File: src/sipq_pkg.sv
// ----------------------------------------------------------------------------
// Sorted insert priority queue - package
// Opcodes, status codes and the cell control group.
// ----------------------------------------------------------------------------
package sipq_pkg;

    localparam logic OP_INSERT = 1'b0;
    localparam logic OP_REMOVE = 1'b1;

    typedef enum logic [1:0] {
        ST_DONE  = 2'd0,
        ST_FULL  = 2'd1,
        ST_EMPTY = 2'd2
    } t_status;

    typedef struct packed {
        logic ins;
        logic rem;
    } t_cell_ctl;

endpackage

File: src/sipq_cell.sv
// ----------------------------------------------------------------------------
// Sorted insert priority queue - queue cell
// Holds one entry; on insert keeps, takes the new entry or takes its left
// neighbour's entry, on remove takes its right neighbour's entry.
// ----------------------------------------------------------------------------
module sipq_cell
    import sipq_pkg::*;
#(
    parameter int KEY_BITS = 16,
    parameter int TAG_BITS = 8,
    parameter bit FIRST    = 1'b0
) (
    input  logic                i_clk,
    input  logic                i_rst_n,
    input  t_cell_ctl           i_ctl,
    input  logic [KEY_BITS-1:0] i_key,
    input  logic [TAG_BITS-1:0] i_tag,
    input  logic                i_prev_before,
    input  logic                i_prev_valid,
    input  logic [KEY_BITS-1:0] i_prev_key,
    input  logic [TAG_BITS-1:0] i_prev_tag,
    input  logic                i_next_valid,
    input  logic [KEY_BITS-1:0] i_next_key,
    input  logic [TAG_BITS-1:0] i_next_tag,
    output logic                o_before,
    output logic                o_valid,
    output logic [KEY_BITS-1:0] o_key,
    output logic [TAG_BITS-1:0] o_tag
);

    logic                r_valid, n_valid;
    logic [KEY_BITS-1:0] r_key, n_key;
    logic [TAG_BITS-1:0] r_tag, n_tag;
    logic                keep;

    // front entry stays ahead of an equal new key
    assign keep = r_valid && (FIRST ? (r_key <= i_key) : (r_key < i_key));

    always_comb begin
        n_valid = r_valid;
        n_key   = r_key;
        n_tag   = r_tag;
        if (i_ctl.ins) begin
            if (!keep) begin
                if (i_prev_before) begin
                    n_valid = 1'b1;
                    n_key   = i_key;
                    n_tag   = i_tag;
                end else begin
                    n_valid = i_prev_valid;
                    n_key   = i_prev_key;
                    n_tag   = i_prev_tag;
                end
            end
        end else if (i_ctl.rem) begin
            n_valid = i_next_valid;
            n_key   = i_next_key;
            n_tag   = i_next_tag;
        end
    end

    always_ff @(posedge i_clk) begin
        if (!i_rst_n) begin
            r_valid <= 1'b0;
        end else begin
            r_valid <= n_valid;
        end
    end

    always_ff @(posedge i_clk) begin
        r_key <= n_key;
        r_tag <= n_tag;
    end

    assign o_before = keep;
    assign o_valid  = r_valid;
    assign o_key    = r_key;
    assign o_tag    = r_tag;

endmodule

File: src/sorted_insert_priority_queue_top.sv
// ----------------------------------------------------------------------------
// Sorted insert priority queue - top level
// Bounded queue in ascending key order, built as a row of shifting cells.
// ----------------------------------------------------------------------------
// Usage:
//   A request is taken on a rising edge with start high and busy low. busy
//   is always low: every cell compares the new key and shifts in the same
//   cycle, so one request is taken per clock, back to back.
//   i_opcode selects insert (i_key_in, i_tag_in) or remove of the front.
//   Each request gives one result in the cycle after it is taken: o_done is high
//   for that single cycle with o_status, o_front_key, o_front_tag, o_is_empty
//   and o_entry_count describing the queue after the request.
//   Throughput 1 request per cycle, set by the cell row's compare and shift.
//   An insert into a full queue is dropped (status full); a remove on an
//   empty queue changes nothing (status empty). Front key and tag read 0
//   when the queue is empty.
//   Reset empties the queue at once; no clearing pass is needed.
//   The receiver cannot stall: results must be taken in their cycle.
// ----------------------------------------------------------------------------
module sorted_insert_priority_queue_top
    import sipq_pkg::*;
#(
    parameter int DEPTH    = 16,
    parameter int KEY_BITS = 16,
    parameter int TAG_BITS = 8
) (
    input  logic                         i_clk,
    input  logic                         i_rst_n,
    input  logic                         start,
    output logic                         busy,
    input  logic                         i_opcode,
    input  logic [KEY_BITS-1:0]          i_key_in,
    input  logic [TAG_BITS-1:0]          i_tag_in,
    output logic                         o_done,
    output logic [1:0]                   o_status,
    output logic [KEY_BITS-1:0]          o_front_key,
    output logic [TAG_BITS-1:0]          o_front_tag,
    output logic                         o_is_empty,
    output logic [$clog2(DEPTH+1)-1:0]   o_entry_count
);

    localparam int CNT_BITS = $clog2(DEPTH + 1);

    logic                r_done;
    t_status             r_status, n_status;
    logic [CNT_BITS-1:0] r_count, n_count;
    logic                accept, full, empty;
    t_cell_ctl           ctl;

    logic [DEPTH-1:0]    keep;
    logic [DEPTH-1:0]    valid;
    logic [KEY_BITS-1:0] key [DEPTH];
    logic [TAG_BITS-1:0] tag [DEPTH];

    assign busy   = 1'b0;
    assign accept = start && !busy;
    assign full   = (r_count == CNT_BITS'(DEPTH));
    assign empty  = (r_count == '0);

    always_comb begin
        ctl      = '0;
        n_status = ST_DONE;
        n_count  = r_count;
        if (accept) begin
            if (i_opcode == OP_INSERT) begin
                if (full) begin
                    n_status = ST_FULL;
                end else begin
                    ctl.ins = 1'b1;
                    n_count = r_count + 1'b1;
                end
            end else begin
                if (empty) begin
                    n_status = ST_EMPTY;
                end else begin
                    ctl.rem = 1'b1;
                    n_count = r_count - 1'b1;
                end
            end
        end
    end

    for (genvar g = 0; g < DEPTH; g++) begin : g_cell
        logic                p_before, p_valid, x_valid;
        logic [KEY_BITS-1:0] p_key, x_key;
        logic [TAG_BITS-1:0] p_tag, x_tag;

        if (g == 0) begin : g_head
            assign p_before = 1'b1;
            assign p_valid  = 1'b0;
            assign p_key    = '0;
            assign p_tag    = '0;
        end else begin : g_body
            assign p_before = keep[g-1];
            assign p_valid  = valid[g-1];
            assign p_key    = key[g-1];
            assign p_tag    = tag[g-1];
        end

        if (g == DEPTH - 1) begin : g_tail
            assign x_valid = 1'b0;
            assign x_key   = '0;
            assign x_tag   = '0;
        end else begin : g_link
            assign x_valid = valid[g+1];
            assign x_key   = key[g+1];
            assign x_tag   = tag[g+1];
        end

        sipq_cell #(
            .KEY_BITS (KEY_BITS),
            .TAG_BITS (TAG_BITS),
            .FIRST    (g == 0)
        ) u_cell (
            .i_clk         (i_clk),
            .i_rst_n       (i_rst_n),
            .i_ctl         (ctl),
            .i_key         (i_key_in),
            .i_tag         (i_tag_in),
            .i_prev_before (p_before),
            .i_prev_valid  (p_valid),
            .i_prev_key    (p_key),
            .i_prev_tag    (p_tag),
            .i_next_valid  (x_valid),
            .i_next_key    (x_key),
            .i_next_tag    (x_tag),
            .o_before      (keep[g]),
            .o_valid       (valid[g]),
            .o_key         (key[g]),
            .o_tag         (tag[g])
        );
    end

    always_ff @(posedge i_clk) begin
        if (!i_rst_n) begin
            r_done   <= 1'b0;
            r_status <= ST_DONE;
            r_count  <= '0;
        end else begin
            r_done   <= accept;
            r_status <= n_status;
            r_count  <= n_count;
        end
    end

    assign o_done        = r_done;
    assign o_status      = r_status;
    assign o_front_key   = valid[0] ? key[0] : '0;
    assign o_front_tag   = valid[0] ? tag[0] : '0;
    assign o_is_empty    = empty;
    assign o_entry_count = r_count;

endmodule

File: config.mk
export PLATFORM = sky130hd
export DESIGN_NAME = sorted_insert_priority_queue_top
export DESIGN_NICKNAME = d
export VERILOG_FILES = /design/src/sipq_pkg.sv /design/src/sipq_cell.sv /design/src/sorted_insert_priority_queue_top.sv
export SDC_FILE = /design/constraint.sdc
export NUM_CORES = 1
export LEC_CHECK = 0
export BUFFER_PORTS_ARGS = -buffer_cell sky130_fd_sc_hd__buf_2
export CELL_PAD_IN_SITES_DETAIL_PLACEMENT = 2
export CELL_PAD_IN_SITES_GLOBAL_PLACEMENT = 2
export CORE_MARGIN = 4
export CORE_UTILIZATION = 45
export DETAILED_ROUTE_END_ITERATION = 6
export HOLD_SLACK_MARGIN = 0.06
export PLACE_DENSITY = 0.87
export SLEW_MARGIN = 20
export SYNTH_ARGS = -nofsm -noshare
export SYNTH_HDL_FRONTEND = slang
export SYNTH_SLANG_ARGS = --single-unit
File: constraint.sdc
create_clock -name i_clk -period 11.3 [get_ports i_clk]
set_input_delay 2.26 -clock i_clk [delete_from_list [all_inputs] [get_ports i_clk]]
set_output_delay 2.26 -clock i_clk [all_outputs]
set_load 0.005 [all_outputs]
# After elaboration in Yosys (flattened, before gate mapping)
# Index checks and enable logic that the tools add are counted.
dict set report totals {
  regBits 408
  in_bits 28
}
dict set report op_classes {
  eq_ne 19
  reduce_logical 36
  add_sub_neg 2
  n_lt_le_gt_ge 16
  n_mux 202
}
# cell n
set op_table {}
lappend op_table {{$mux W16} 64}
lappend op_table {{$mux W8} 64}
lappend op_table {{$lt A16 B16 Y1} 15}
lappend op_table {{$mux W1} 68}
lappend op_table {{$ne A2 B2 Y1 const B} 18}
lappend op_table {{$reduce_and A2 Y1} 17}
lappend op_table {{$le A16 B16 Y1} 1}
lappend op_table {{$logic_and A1 B1 Y1} 16}
lappend op_table {{$mux W5} 3}
lappend op_table {{$mux W2} 3}
lappend op_table {{$add A5 B1 Y5 const B} 1}
lappend op_table {{$eq A5 B5 Y1 const B} 1}
lappend op_table {{$logic_not A5 Y1} 1}
lappend op_table {{$sub A5 B1 Y5 const B} 1}
lappend op_table {{$reduce_and A3 Y1} 1}
lappend op_table {{$reduce_bool A2 Y1} 1}

# Logic depth before layout (Yosys ltp)
dict set report logic_depth {
  depth_word 6
  mapped_depth 10
  ltp_nobuf 8
}

# Cells and area by module
# From an unflattened synthesis, not the netlist that was laid out.
dict set report hier_totals {
  hier_cells 2773
  hier_area_um2 27556.4
}
# mod area_each_um2 cells_per_inst seq_area_each_um2 instances
set modules_own_cells {}
lappend modules_own_cells {{sipq_cell (g_cell[10].u_cell ...)} 1680.4 168 740.7 12}
lappend modules_own_cells {{sipq_cell (g_cell[7].u_cell ...)} 1677.9 169 740.7 3}
lappend modules_own_cells {{sipq_cell (g_cell[0].u_cell)} 1702.9 169 740.7 1}
lappend modules_own_cells {sorted_insert_priority_queue_top 655.6 81 160.2 1}

# Least setup slack after synthesis
# Ideal clock, no wire load.
dict set report synth_path {
  path_kind {input-to-reg}
  startpoint {input port i_key_in[1]}
  endpoint {register g_cell[0].u_cell.r_key[0] (enable)}
  cell_stages 7
  slack_ps 5636
  t_arrival_ps 5225
  t_required_ps 10862
  cell_sequence {inv_1 ha_1 nor2b_1 o211ai_1 a2111oi_2 o41ai_1 o21ai_0}
}
dict set report synth_between {
  elab_chain_len 4
}
# element line_no
set synth_rtl {}
lappend synth_rtl {{from (decl)} sorted_insert_priority_queue_top.sv:32} ;# input logic [KEY_BITS-1:0] i_key_in,
lappend synth_rtl {{$le A16 B16 Y1} sipq_cell.sv:37} ;# assign keep = r_valid && (FIRST ? (r_key <= i_key) : (r_key < i_key));
lappend synth_rtl {{$logic_and A1 B1 Y1} sipq_cell.sv:37}
lappend synth_rtl {{$ne A2 B2 Y1 (no line)} n/a}
lappend synth_rtl {{$reduce_and A2 Y1 (no line)} n/a}
lappend synth_rtl {{to (signal assigned)} sipq_cell.sv:71} ;# r_key <= n_key;
lappend synth_rtl {{to (decl)} sipq_cell.sv:32} ;# logic [KEY_BITS-1:0] r_key, n_key;
# Every way passes these cells.
# A chain may end at the register's enable or synchronous reset.

# Final worst setup path
dict set report layout_path {
  startpoint {input port i_key_in[3]}
  endpoint {register g_cell[14].u_cell.r_tag[4] (data pin)}
}
dict set report layout_between {
  elab_chain_len 5
}
# element line_no
set layout_rtl {}
lappend layout_rtl {{$lt A16 B16 Y1} sipq_cell.sv:37}
lappend layout_rtl {{$logic_and A1 B1 Y1} sipq_cell.sv:37}
lappend layout_rtl {{$mux W8} sipq_cell.sv:45} ;# if (i_prev_before) begin
lappend layout_rtl {{$mux W8} sipq_cell.sv:44} ;# if (!keep) begin
lappend layout_rtl {{$mux W8} sipq_cell.sv:43} ;# if (i_ctl.ins) begin
lappend layout_rtl {{named net g_cell[14].u_cell.n_tag[4]} sipq_cell.sv:33} ;# logic [TAG_BITS-1:0] r_tag, n_tag;
lappend layout_rtl {{to (signal assigned)} sipq_cell.sv:72} ;# r_tag <= n_tag;
lappend layout_rtl {{to (decl)} sipq_cell.sv:33}
# The timed path passes the listed nets, and every way through them passes these cells. The select of a mux whose other input is x is not followed.

==> metrics.csv <==
metric,value,unit
status,"finished, final reports clean",
CTS Buf Count,47,
core box area,56600,µm²
Max Used Layer,met5,
Max Freq,0.1713,GHz
met1 WL,41790,µm
Post-CTS Setup Inserts,0,
"Distinct cells, synth",65,
First-pass DRT Iterations,5,
syn_nets,2772,
DR iter-0 viols,2085,
headroom to the max-slew limit,16.98,%
Final ANT Viol Nets,0,
Critical Path Max Stage Delay,0.99,ns
Syn-to-layout area delta,9.636,%
worst vdd ir,145.4,µV
Max Cap Viol,0,
Post-synth ARST share,0,%
Tightest Pin Transition,1.242,ns
Setup crit start kind,input port,
RSZ-0062 raised after global routing,false,
die height,247.6,µm
Worst path slowest cell,a2111oi_1,
Clock Sinks,408,
Die X,247.6,µm
Max clock buf depth,3,
synth top area cells,"edfxtp_1, ha_1, mux2i_1",
Met3 Routed Length,8183,µm
critical path endpoint category,register,
Hold Crit Class,reg2reg,
"Hold Vio Cnt, Final",0,
share of layout cells above drive strength 1,10.80,%
# IOs,62,
post-synth top area share,44.65,%
Wirelength per Cell,34.54,µm
Leakage Power,11.93,nW
Congestion Overflow GR,0,
mapped cell area,25830,µm²
initial antenna violation count,4,
post-synthesis sequential area ratio,46.51,%
# hold bufs at CTS,0,
Yosys warning count,0,
Die ar.,61290,µm²
Yosys reg bits,408,
dpl hpwl,72050,µm
Most used DFF post-synth,edfxtp_1,
Max Transition Viols Final,0,
clk_lat worst skew,0.61,ns
Mapped Cells,2499,
placed cells,3179,
"critical path fanouts, max",18,
routability-driven placement congestion ratio,0.8990,
vias in the first global route,25100,
vias per cell,6.918,
clock skew,0.02154,ns
Initial Util,45.63,%
CTS tree,yes,
period utilisation layout,51.67,%
Setup TNS,0,ns
Finished Layout Cells,3268,
GRT Resource Usage Total,36.23,%
I/O Buffers,60,
CTS Root Buffer Type,clkbuf_16,
power density cells,193.1,nW/µm²
H-tree levels,2,
met2 WL,54430,µm
"Setup violations, final",0,
CP Class,in2reg,
Synth area leader,edfxtp_1,
Via Count,22610,
PostCTS Resize Cnt,0,
largest net degree at the start of global routing,196,
worst-path cell chain,buf_2 -> inv_1 -> ha_1 -> a2111oi_1 -> nor3_1 -> o21ai_0 -> nand2_1 -> buf_4 -> o221a_2,
DR DRC count,0,
fin nets,2745,
Post-synth EDFFs,384,
average size of a mapped cell,10.34,µm²
clock-pin slew on the worst setup and hold paths,0.06,ns
first-pass GRT wire length,165600,µm
CP arrival,6.18,ns
Rows,87,
required time worst endpoint,11.64,ns
DRT Wirelength,112900,µm
Period minus WS final,5.838,ns
[metal layers]
layer | vias to the layer above | global-route usage, %
li1 | 9398 | -
met1 | 11530 | 42.02
met2 | 1185 | 61.83
met3 | 490 | 7.087
met4 | 2 | 22.33
met5 | - | 0
[critical path, delay by kind of cell]
family | cells | cell delay (ns)
fa+ha+maj | 1 | 0.41
simple gates | 2 | 0.73
compound gates | 3 | 1.66
buf+inv | 3 | 1.09
[cell type report]
type | instances | area (µm²)
antenna | 3 | 7.507
timing repair buffer | 105 | 650.6
clock inverter | 28 | 299.0
sequential | 408 | 12010
clock buffer | 58 | 1270
tap | 756 | 945.9
inverter | 27 | 101.3
multi-input combinational | 1883 | 13030
fill | 5693 | 28290
[power by group]
| part | leakage (nW) | total [W] | switching, W | internal [W] |
|---|---|---|---|---|
| Combinational | 7.32 | 0.00149 | 0.000982 | 0.000504 |
| Sequential | 3.84 | 0.00233 | 0.000299 | 0.00203 |
| Clock | 0.771 | 0.00165 | 0.000696 | 0.000953 |
[synth_stat cells (15+ instances only)]
master	number
mux2i_1	202
o211ai_1	64
inv_1	27
clkbuf_1	115
edfxtp_1	384
nand2_1	221
o22a_1	24
buf_1	16
nor3_1	31
nand3_1	96
nand4_1	18
nor2b_1	15
o221a_2	72
o21ai_0	111
a21oi_1	316
a21o_1	27
nor2_1	277
dfxtp_1	24
ha_1	244
and2_1	25
buf_2	32
nand2b_1	25
[state kept, by name, summed over array words and instances, names as in the netlist]
signal / count
o_done: 1
g_cell.u_cell.o_tag: 128
g_cell.u_cell.o_key: 256
g_cell.u_cell.o_valid: 16
o_entry_count: 5
o_status: 2
[final timing paths]
check / startpoint / to / slack, ns / depth (start not counted)
worst max-delay path: i_key_in[3] / g_cell[14].u_cell.o_tag[4] / 5.46 / 9
worst min-delay path: g_cell[14].u_cell.o_valid / g_cell[15].u_cell.o_valid / 0.51 / 2
worst max register to register: o_entry_count[3] / g_cell[10].u_cell.o_tag[1] / 7.28 / 7
worst min register to register: g_cell[14].u_cell.o_valid / g_cell[15].u_cell.o_valid / 0.51 / 2
[cells by family (layout without fill, tap and decap cells)]
family	after synthesis	in the layout	synth area share (%)
and+or+nand+nor	748	748	12.94
AOI/OAI and AO/OA	684	684	17.23
DFF	408	408	46.51
adders and majority gates	245	245	11.90
buffers and inverters	208	218	3.473
muxes	202	202	7.829
xor gates and xnor gates	3	3	0.1018
other	1	4	0.01452
[placed cells by master, fill, tap and decap left out, types with 49 or more instances in the layout]
master | netlist | routed
edfxtp_1 | 384 | 384
mux2i_1 | 202 | 202
ha_1 | 244 | 244
nand2_1 | 221 | 212
nor2_1 | 277 | 277
o211ai_1 | 64 | 64
a21oi_1 | 316 | 316
nand3_1 | 96 | 95
o221a_2 | 72 | 72
o21ai_0 | 111 | 110
buf_2 | 32 | 60
clkbuf_16 | 0 | 49
[stage by stage]
stage	total power [W]	setup WS, ns	instance area, µm²	hold slack (ns)	util, %
final	0.005468	5.462	28320	0.5060	50.02
after global routing	0.005647	5.542	28310	0.5516	50.02
after CTS	0.005426	4.946	28300	0.5133	50.00
after detailed placement	0.003730	4.408	26730	0.5076	47.23
after global placement	0.003577	4.748	26730	0.4782	47.21
after floorplan	0.003095	5.636	25830	0.4446	-
Note: power is estimated with default switching activity, not from simulation.
